[src/r256_ram.sv]
// ----------------------------------------------------------------------------
// r256_ram
// Generic single-port-write, single-port-read RAM with registered read data.
// ----------------------------------------------------------------------------
module r256_ram #(
  parameter int unsigned WIDTH = 64,
  parameter int unsigned DEPTH = 15
) (
  input  logic                     clk,
  input  logic                     we,
  input  logic [$clog2(DEPTH)-1:0] waddr,
  input  logic [WIDTH-1:0]         wdata,
  input  logic [$clog2(DEPTH)-1:0] raddr,
  output logic [WIDTH-1:0]         rdata
);

  logic [WIDTH-1:0] mem [DEPTH];

  // Write port
  always_ff @(posedge clk) begin
    if (we) begin
      mem[waddr] <= wdata;
    end
  end

  // Registered read port
  always_ff @(posedge clk) begin
    rdata <= mem[raddr];
  end

endmodule
[config.mk]
export PLATFORM = sky130hd
export DESIGN_NAME = r256_ram
export DESIGN_NICKNAME = d
export VERILOG_FILES = /design/src/r256_ram.sv
export SDC_FILE = /design/constraint.sdc
export NUM_CORES = 1
export LEC_CHECK = 0
export BUFFER_PORTS_ARGS = -buffer_cell sky130_fd_sc_hd__buf_2
export CAP_MARGIN = 20
export CORE_UTILIZATION = 45
export DETAILED_ROUTE_END_ITERATION = 7
export SLEW_MARGIN = 0
export SYNTH_ARGS = -nofsm -noshare
export SYNTH_HDL_FRONTEND = slang
export SYNTH_SLANG_ARGS = --single-unit
[constraint.sdc]
create_clock -name clk -period 7.7 [get_ports clk]
set_clock_uncertainty 0.05 [all_clocks]
set_input_delay 0 -clock clk [delete_from_list [all_inputs] [get_ports clk]]
set_output_delay 0 -clock clk [all_outputs]
set_load 0.01 [all_outputs]
======== Yosys cells after proc, flatten, opt, wreduce, memory -nomap -nowiden ========
Memories as Yosys holds them, arrays and structs flattened. A register that Yosys moved wholly into a read port is not among the register bits.
Index checks and enable logic that the tools add are counted.
cells by class
  muxes and demuxes ....................... 2
operator list
  operator           number
  1-bit two-way mux  2
word-level totals
  register bits ........................... 0
  bits in writable memories ............... 960
  input port bits ......................... 74
  output and inout bits ................... 64
  logic and storage cells ................. 3
  memories kept ........................... 1
memories
  memory  depth  bits a word  rd ports  clocked after memory_dff  write ports  RTL line  RTL
  mem     15     64           1         1                         1            17        logic [WIDTH-1:0] mem [DEPTH];

======== Logic depth before layout (Yosys ltp) ========
Gate-level depths: netlist (run 1).
  depth after elaboration ................. 2
  depth in mapped cells ................... 7
  depth with buffers taken out ............ 4

======== Worst setup path before layout (run 1) ========
No wires, ideal clock.
  path kind ............................... input to register
  start point ............................. in waddr[2]
  end point ............................... mem mem[0][0], enable pin
  setup time .............................. 0.565 ns
  data arrival time ....................... 4.863 ns
  required time ........................... 7.085 ns
  setup slack ............................. 2.221 ns
  stages .................................. 2
  buffers on the path ..................... 0
  path through ............................ or3b_2 nor3_1
RTL lines
  item                RTL line  RTL
  start: declaration  11        input logic [$clog2(DEPTH)-1:0] waddr,
  end: declaration    17
No word-level cell before the write port.

======== Worst setup path in the final report (run 1) ========
  start point ............................. in waddr[0]
  end point ............................... mem mem[6][4], enable pin
No word-level cell before the write port.

==> flow_summary.toml, run 1 <==
[global_routing]
antenna_found_initial = 5
via_count_of_the_first_global_routing_pass = 18730
overflow = 0
grt.total_usage = 0.1986
pin_count_of_the_biggest_net_entering_global_routing = 109
first_pass_grt_wire_length_mm = 123.4

[synth]
synth_largest_type_area_fraction = 0.7659
yosys-top-cells-area = "edfxtp_1, mux4_2, dfxtp_1, mux2i_1, a22oi_1"
yosysWarnings = 0
yosys-mux-area-fraction = 0.1272
synth-compound-area-share = 0.03916
synth_xor_area_frac = 0
synth.ff_latch_count = 1024
post_synth_instance_area_um2 = 37640
syn_inst = 1756
syn-mean-instance-area_um2 = 21.43
synth.yosys.seq_area_share = 0.7999
yosys.area_share.simple = 0.01878
synth_cell_types = 26
post_synth_fa_ha_maj_area_fraction = 0
synth_area_leader_cell = "edfxtp_1"
combinational_family_with_the_most_area_after_synthesis = "multiplexers"
synth.net_count = 1830

[clock_tree]
worst_setup_hold_path_clk_slew_ps = 60
cts_num_sinks = 1024
h-tree-depth = 3
postCtsResizedCells = 0
numCtsBuffers = 103
cts_tree = "done"
clk-insertion-delay-late_ps = 650
cts_post_setup_buffers_inserted = 0
clockBufferDepth = 3
cts-root-buf = "clkbuf_16"

[critical_path]
path_class = "input port to flip-flop"
timing.critical_path.max_delay_family = "buffers and inverters"
start_kind = "input port"
end_kind = "flip-flop"
worst_ep_arrival_time_ps = 2850
timing.critical_path.fanout_max = 41
critical-path-slowest-cell = "nor2_4"
worst-endpoint-required_ps = 7910
cp_slowest_stage_delay_ps = 900
crit_chain = "dlygate4sd3_1, buf_2, nand2b_1, nor2_4, buf_4"
critPathBufInv = 3

[route]
via_per_inst = 5.637
routed_wire_length_per_instance_um = 26.28
dr.pass1.iters = 7
drtIter0Drc = 1555
route.detailed.drc = 0
postRouteAntennaNets = 0
num_vias = 17840
totalWireLength_mm = 83.17

[power_and_ir_drop]
switching_share = 0.2044
p_switching_mw = 2.439
clkPwrFrac = 0.425
pwr-share-seq = 0.526
power_density_nw_per_um2 = 273.0
power.static_leakage_nw = 14.22
comb_power_share = 0.049
max-vdd-ir-drop_uv = 189.0
power_report.internal_total_mw = 9.491

[finish]
post-route-util = 0.5305
area_growth_pct = 16.10
layout-drive-gt1-share = 0.2531
fin_nets = 2077

[timing]
final.period_utilization = 0.3418
setup_viol = 0
fmax_mhz = 380.0
worstMarginPinSlew_ps = 1087
final_period_minus_worst_setup_slack_ps = 2632
finalHoldViolCount = 0
timing_max_transition_violations_final = 0
fin_tns_setup_ps = 0
rsz0062_at_grt = "false"
timing.max_slew.rel_slack = 0.2736

[floorplan]
die_height_um = 291.2
design.core.area_um2 = 82370
boundaryPins = 138
core.rowCount = 105
fp.dieArea_um2 = 84800
die_x_um = 291.2
floorplan.initialDensity = 0.4569

[outcome]
run_status = "completed"

[job]
drv_cap = 0

[placement]
dp_hpwl_mm = 41.23
place.gp.congestion = 0.7232
io_buffers = 137

[min_path]
timing.hold.worst.class = "input port to flip-flop"
## area by class of cell
| type | count | area [um2] |
|---|---|---|
| Multi-Input combinational cell | 636 | 7098 |
| Inverter | 1 | 3.754 |
| Timing Repair Buffer | 237 | 1649 |
| Clock inverter | 61 | 585.6 |
| Antenna cell | 1 | 2.502 |
| Fill cell | 6260 | 38670 |
| Clock buffer | 135 | 2913 |
| Tap cell | 1070 | 1339 |
| Sequential cell | 1024 | 30110 |
## sequential cells by signal, indices dropped and copies added (netlist names)
signal / count
rdata: 64
mem: 960
## path summary, 6_finish.rpt
path | start | endpoint | slack, ps | cells past startpoint
min | raddr[1] | rdata[15] | 20 | 3
min reg2reg | mem[14][7] | rdata[7] | 500 | 2
max | waddr[0] | mem[6][4] | 5070 | 5
max reg2reg | mem[6][39] | rdata[39] | 6250 | 3
## cell usage after synthesis, drive strengths merged
cell type / instances
buf: 67
nand2b: 17
nand3: 1
nand2: 52
dfxtp: 64
nor2: 65
a31oi: 14
nand3b: 2
o22ai: 14
a211o: 14
inv: 1
edfxtp: 960
mux2i: 78
a22oi: 64
or3b: 1
or2: 1
nor2b: 17
mux4: 178
clkbuf: 28
o211ai: 50
a21oi: 50
o21ai: 14
nor3: 4
## layer usage
| layer | share of wire | up-vias | GRT usage |
|---|---|---|---|
| met2 | 0.52 | 455 | 0.3421 |
| met3 | 0.048 | 94 | 0.03192 |
| met1 | 0.42 | 9503 | 0.2631 |
| met5 | 0.00042 | - | 0 |
| met4 | 0.017 | 6 | 0.05175 |
| li1 | - | 7783 | - |
## logic make-up (layout without fill, tap and decap cells)
logic type      count (synthesis)  after routing
flops                        1024           1024
mux                           256            256
compound gates                220            220
simple gates                  160            160
buf+inv                        96            434
other cells                     0              1
## repair_timing
action / in CTS / in global routing
endpoints found under the setup margin: 0 / 0
hold buffers: 67 / 0
hold endpoints to repair: 977 / 0
## per-stage QoR
step	area [um2]	std cells	setup WS, ps	hold WS, ps	total power, mW
after floorplan	37640	1756	2221	48.87	6.711
after global placement	39530	2901	4784	297.5	6.939
after detailed placement	39530	2901	4735	320.6	6.955
after CTS	43700	3164	5007	0.2234	12.02
after global routing	43700	3165	4942	48.90	12.28
final	43700	3165	5068	20.52	11.93
## layout by cell type (no fill, tap or decap), types with 22 or more instances in the layout
master / instances
edfxtp_1: 960
mux4_2: 178
buf_2: 135
clkbuf_16: 107
mux2i_1: 78
dlygate4sd3_1: 67
a22oi_1: 64
dfxtp_1: 64
nor2_1: 52
nand2_1: 51
a21oi_1: 50
o211ai_1: 50
buf_4: 31
clkinv_2: 22
## tightest hold or removal path, stage by stage
cell      delay (ps)
buf_8            260
a21oi_1          240
o211ai_1          90
## power by group through the flow
stage	clock [mW]	sequential (mW)	combinational [mW]
after floorplan	0	6.40	0.311
after global placement	0	6.39	0.548
after detailed placement	0	6.40	0.560
after CTS	5.15	6.28	0.592
after global routing	5.37	6.29	0.629
final	5.07	6.28	0.579
Power figures use the tool's default switching activity.
==> run 2: changes to the inputs <==
- clock period: 7.7 -> 2.2 ns (I/O delays scaled with it)
==> flow_summary.toml, run 2 (synthesis gave the netlist of run 1 again) <==
[outcome]
run_status = "completed"

[finish]
register_name_with_the_most_flops = "mem"
commonest_cells_after_routing_fill_and_taps_aside = "edfxtp_1, mux4_2, buf_2"
layout_commonest_cell = "edfxtp_1"
largest_register_ff_count = 960
layout.filler_cells = 6211
final_cells = 3240
sequential_cell_area_um2 = 30110
layout-drive-gt1-share = 0.2780
multi_input_comb_area_um2 = 7131
fin_nets = 2157
post-route-util = 0.5464
area_growth_pct = 19.57
top_regs = "mem (960), rdata (64)"

[placement]
numPlacedInstances = 2973
io_buffers = 137
preCtsSetupSlack_ps = 334.1
place.gp.congestion = 0.7136
dp_hpwl_mm = 45.82

[critical_path]
worst_ep_arrival_time_ps = 2270
critical-path-slowest-cell = "dlygate4sd3_1"
critPathBufInv = 5
crit_chain = "dlygate4sd3_1, buf_2, or3b_4, dlygate4sd3_1, nor2_4, buf_12, buf_12"
worst-endpoint-required_ps = 2500
timing.critical_path.max_delay_family = "buffers and inverters"
path_class = "input port to flip-flop"
cp_slowest_stage_delay_ps = 620
start_kind = "input port"
timing.critical_path.fanout_max = 17
end_kind = "flip-flop"

[power_and_ir_drop]
power.static_leakage_nw = 14.78
power_density_nw_per_um2 = 928.5
max-vdd-ir-drop_uv = 683.0
power.total_mw = 41.79

[floorplan]
boundaryPins = 138
floorplan.initialDensity = 0.4569
die_height_um = 291.2
design.core.area_um2 = 82370
die_x_um = 291.2
fp.dieArea_um2 = 84800
core.rowCount = 105

[timing]
setup_viol = 0
finalHoldViolCount = 0
timing_max_transition_violations_final = 0
fin_tns_setup_ps = 0
timing.max_slew.rel_slack = 0.5409
rsz0062_at_grt = "false"
worstMarginPinSlew_ps = 688.6
final_period_minus_worst_setup_slack_ps = 1970
slack_of_the_critical_path_ps = 229.8
final.period_utilization = 0.8956
fmax_mhz = 507.6

[global_routing]
pin_count_of_the_biggest_net_entering_global_routing = 65
antenna_found_initial = 5
via_count_of_the_first_global_routing_pass = 19120
overflow = 0
grt.total_usage = 0.1991
first_pass_grt_wire_length_mm = 124.2

[job]
drv_cap = 0

[route]
route.detailed.drc = 0
via_per_inst = 5.605
drtIter0Drc = 1532
num_vias = 18160
routed_wire_length_per_instance_um = 25.70
dr.pass1.iters = 5
totalWireLength_mm = 83.28
postRouteAntennaNets = 0

[clock_tree]
clockBufferDepth = 3
cts_tree = "done"
cts_num_sinks = 1024
numCtsBuffers = 104
h-tree-depth = 3
clk-insertion-delay-late_ps = 660
cts-root-buf = "clkbuf_16"
worst_setup_hold_path_clk_slew_ps = 60

[min_path]
timing.hold.worst.class = "input port to flip-flop"
[run 2: changes by cell type in the layout (fill, tap and decap cells not counted), moves of 4 or more]
cell	previous run	this run
clkinv_1	19	7
clkbuf_1	15	25
buf_12	2	57
dlygate4sd3_1	67	72
nor3_2	4	0
nor3_4	0	4
buf_4	31	50
[run 2: timing repair]
action	in CTS	in global routing
setup buffers	0	2
endpoints found under the hold margin	1001	0
gates resized for setup	0	0
endpoints found under the setup margin	0	31
hold buffers	72	0
[run 2: report_power, final]
group	leakage, nW	total (mW)	internal, mW	switching (mW)
Clock	1.70	17.6	10.5	7.16
Combinational	3.87	2.19	0.943	1.25
Sequential	9.21	22.0	21.8	0.159
[run 2: layout make-up]
class / instances / area share
diodes: 1 / 0.00005560
flip-flops and latches: 1024 / 0.6690
inverters: 1 / 0.00008340
clock inverters: 48 / 0.01229
well taps: 1070 / 0.02975
multi-input cells: 636 / 0.1584
repair buffers: 316 / 0.06539
clock buffers: 144 / 0.06500
[run 2: path summary, 6_finish.rpt]
path                from          end  slack (ps)  depth (start not counted)
min reg2reg  mem[14][47]    rdata[47]         500                          2
min             waddr[2]  mem[13][13]          50                          4
max reg2reg   mem[7][22]    rdata[22]         640                          3
max             waddr[3]   mem[2][52]         230                          7
[run 2: metrics by stage]
stage,hold WS (ps),area [um2]
final,46.78,45010
after global routing,46.35,45010
after CTS,16.93,44980
after detailed placement,318.1,40780
after global placement,300.7,40780
after floorplan,48.87,37760
[run 2: layer usage]
layer  track usage  vias to the layer above  part of all wire
met5             0                        -           0.00066
met4       0.04814                        8             0.014
met3       0.03130                       86             0.050
met2        0.3168                      473              0.48
met1        0.2897                     9654              0.45
li1              -                     7938                 -
[run 2: worst register-to-register path, delay by kind of cell (launching register included)]
| kind | cells | cell delay (ps) |
|---|---|---|
| compound gates | 2 | 470 |
| mux | 1 | 480 |
| flops | 1 | 350 |
==> run 3: changes to the inputs <==
- CORE_MARGIN: not set -> 1.5
==> flow_summary.toml, run 3 (synthesis gave the netlist of run 1 again) <==
[global_routing]
pin_count_of_the_biggest_net_entering_global_routing = 65
first_pass_grt_wire_length_mm = 124.2
antenna_found_initial = 6
via_count_of_the_first_global_routing_pass = 18990
grt.total_usage = 0.1974
overflow = 0

[placement]
numPlacedInstances = 2974
dp_hpwl_mm = 45.48
io_buffers = 137
preCtsSetupSlack_ps = 385.6
place.gp.congestion = 0.7269

[clock_tree]
postCtsResizedCells = 0
cts-root-buf = "clkbuf_16"
clockBufferDepth = 3
cts_post_setup_buffers_inserted = 0
h-tree-depth = 3
cts_num_sinks = 1024
clk-insertion-delay-late_ps = 640
cts_tree = "done"
worst_setup_hold_path_clk_slew_ps = 60
numCtsBuffers = 102

[route]
via_per_inst = 5.614
postRouteAntennaNets = 0
dr.pass1.iters = 7
routed_wire_length_per_instance_um = 25.59
totalWireLength_mm = 82.87
num_vias = 18180
drtIter0Drc = 1459
route.detailed.drc = 0

[floorplan]
design.core.area_um2 = 82370
die_height_um = 292.2
die_x_um = 292.2
core.rowCount = 105
fp.dieArea_um2 = 85390
floorplan.initialDensity = 0.4569
boundaryPins = 138

[critical_path]
timing.critical_path.fanout_max = 4
worst_ep_arrival_time_ps = 2270
critPathLaunch = "waddr[2]"
worst-endpoint-required_ps = 2490
start_kind = "input port"
reg2reg_from = "mem[1][55]"
end_kind = "flip-flop"
path_class = "input port to flip-flop"
rrSetupSlack_ps = 340

[timing]
timing.max_slew.rel_slack = 0.3130
worstMarginPinSlew_ps = 1028
fin_tns_setup_ps = 0
rsz0062_at_grt = "false"
final.period_utilization = 0.9007
timing_max_transition_violations_final = 0
setup_viol = 0
slack_of_the_critical_path_ps = 218.5
hold-worst-slack_ps = 75.09
finalHoldViolCount = 0
final_period_minus_worst_setup_slack_ps = 1981
fmax_mhz = 504.7

[finish]
fin_nets = 2156
largest_register_ff_count = 960
area_growth_pct = 19.14
register_name_with_the_most_flops = "mem"
post-route-util = 0.5444
top_regs = "mem (960), rdata (64)"
layout.filler_cells = 6190
layout-drive-gt1-share = 0.2775
layout_commonest_cell = "edfxtp_1"
sequential_cell_area_um2 = 30110
commonest_cells_after_routing_fill_and_taps_aside = "edfxtp_1, mux4_2, buf_2"
final_cells = 3238
multi_input_comb_area_um2 = 7131

[power_and_ir_drop]
power_density_nw_per_um2 = 926.5
power.static_leakage_nw = 14.74
max-vdd-ir-drop_uv = 634.0

[min_path]
timing.hold.worst.class = "input port to flip-flop"
worstHoldStart = "we"

[outcome]
run_status = "completed"

[job]
drv_cap = 0
-- run 3: cell count changes in the layout (fill, tap and decap cells not counted), sizes merged --
cell	change
clkbuf	-4
clkinv	+4
dlygate4sd3	+3
buf	-2
inv	-2
bufinv	-1
clkinvlp	-1
diode	+1
-- run 3: stage by stage --
step	total power, mW	area, um2
floorplan	23.48	37760
global placement	24.45	40700
detailed placement	24.51	40700
CTS	41.92	44850
global route	42.82	44840
finish	41.55	44840
-- run 3: area by class of cell --
cell class,count,share of cell area
Sequential cell,1024,0.6714
Multi-Input combinational cell,636,0.1590
Clock buffer,140,0.06509
Timing Repair Buffer,317,0.06373
Tap cell,1070,0.02985
Clock inverter,48,0.01069
Antenna cell,2,0.0001116
Inverter,1,0.00008371
-- run 3: where the power goes --
group	switching [mW]	total, mW	leakage [nW]	internal (mW)
Sequential	0.166	22.0	9.21	21.8
Combinational	1.26	2.20	3.86	0.942
Clock	7.07	17.4	1.68	10.3
Total	8.49	41.5	14.7	33.1
-- run 3: layer usage --
metal / wire length (um) / part of all wire / global-route usage / vias to the layer above
li1: - / - / - / 7928
met1: 36620 / 0.44 / 0.2813 / 9654
met2: 40330 / 0.49 / 0.3196 / 490
met3: 4604 / 0.056 / 0.03392 / 99
met4: 1273 / 0.015 / 0.04815 / 6
met5: 44 / 0.00053 / 0 / -
-- run 3: worst max-delay path, stage by stage --
cell	delay, ps
dlygate4sd3_1	520
buf_2	140
nand3b_1	390
nor3_4	510
dlygate4sd3_1	710
-- run 3: repair_timing --
item	4_1_cts	5_1_grt
endpoints found under the hold margin	1032	0
hold buffers	75	0
endpoints found under the setup margin	0	1
-- run 3: path summary, 6_finish.rpt --
check	end	depth (start not counted)
worst max-delay path	mem[8][14]	5
worst min-delay path	mem[12][1]	4
worst max register to register	rdata[55]	4
worst min register to register	rdata[0]	2
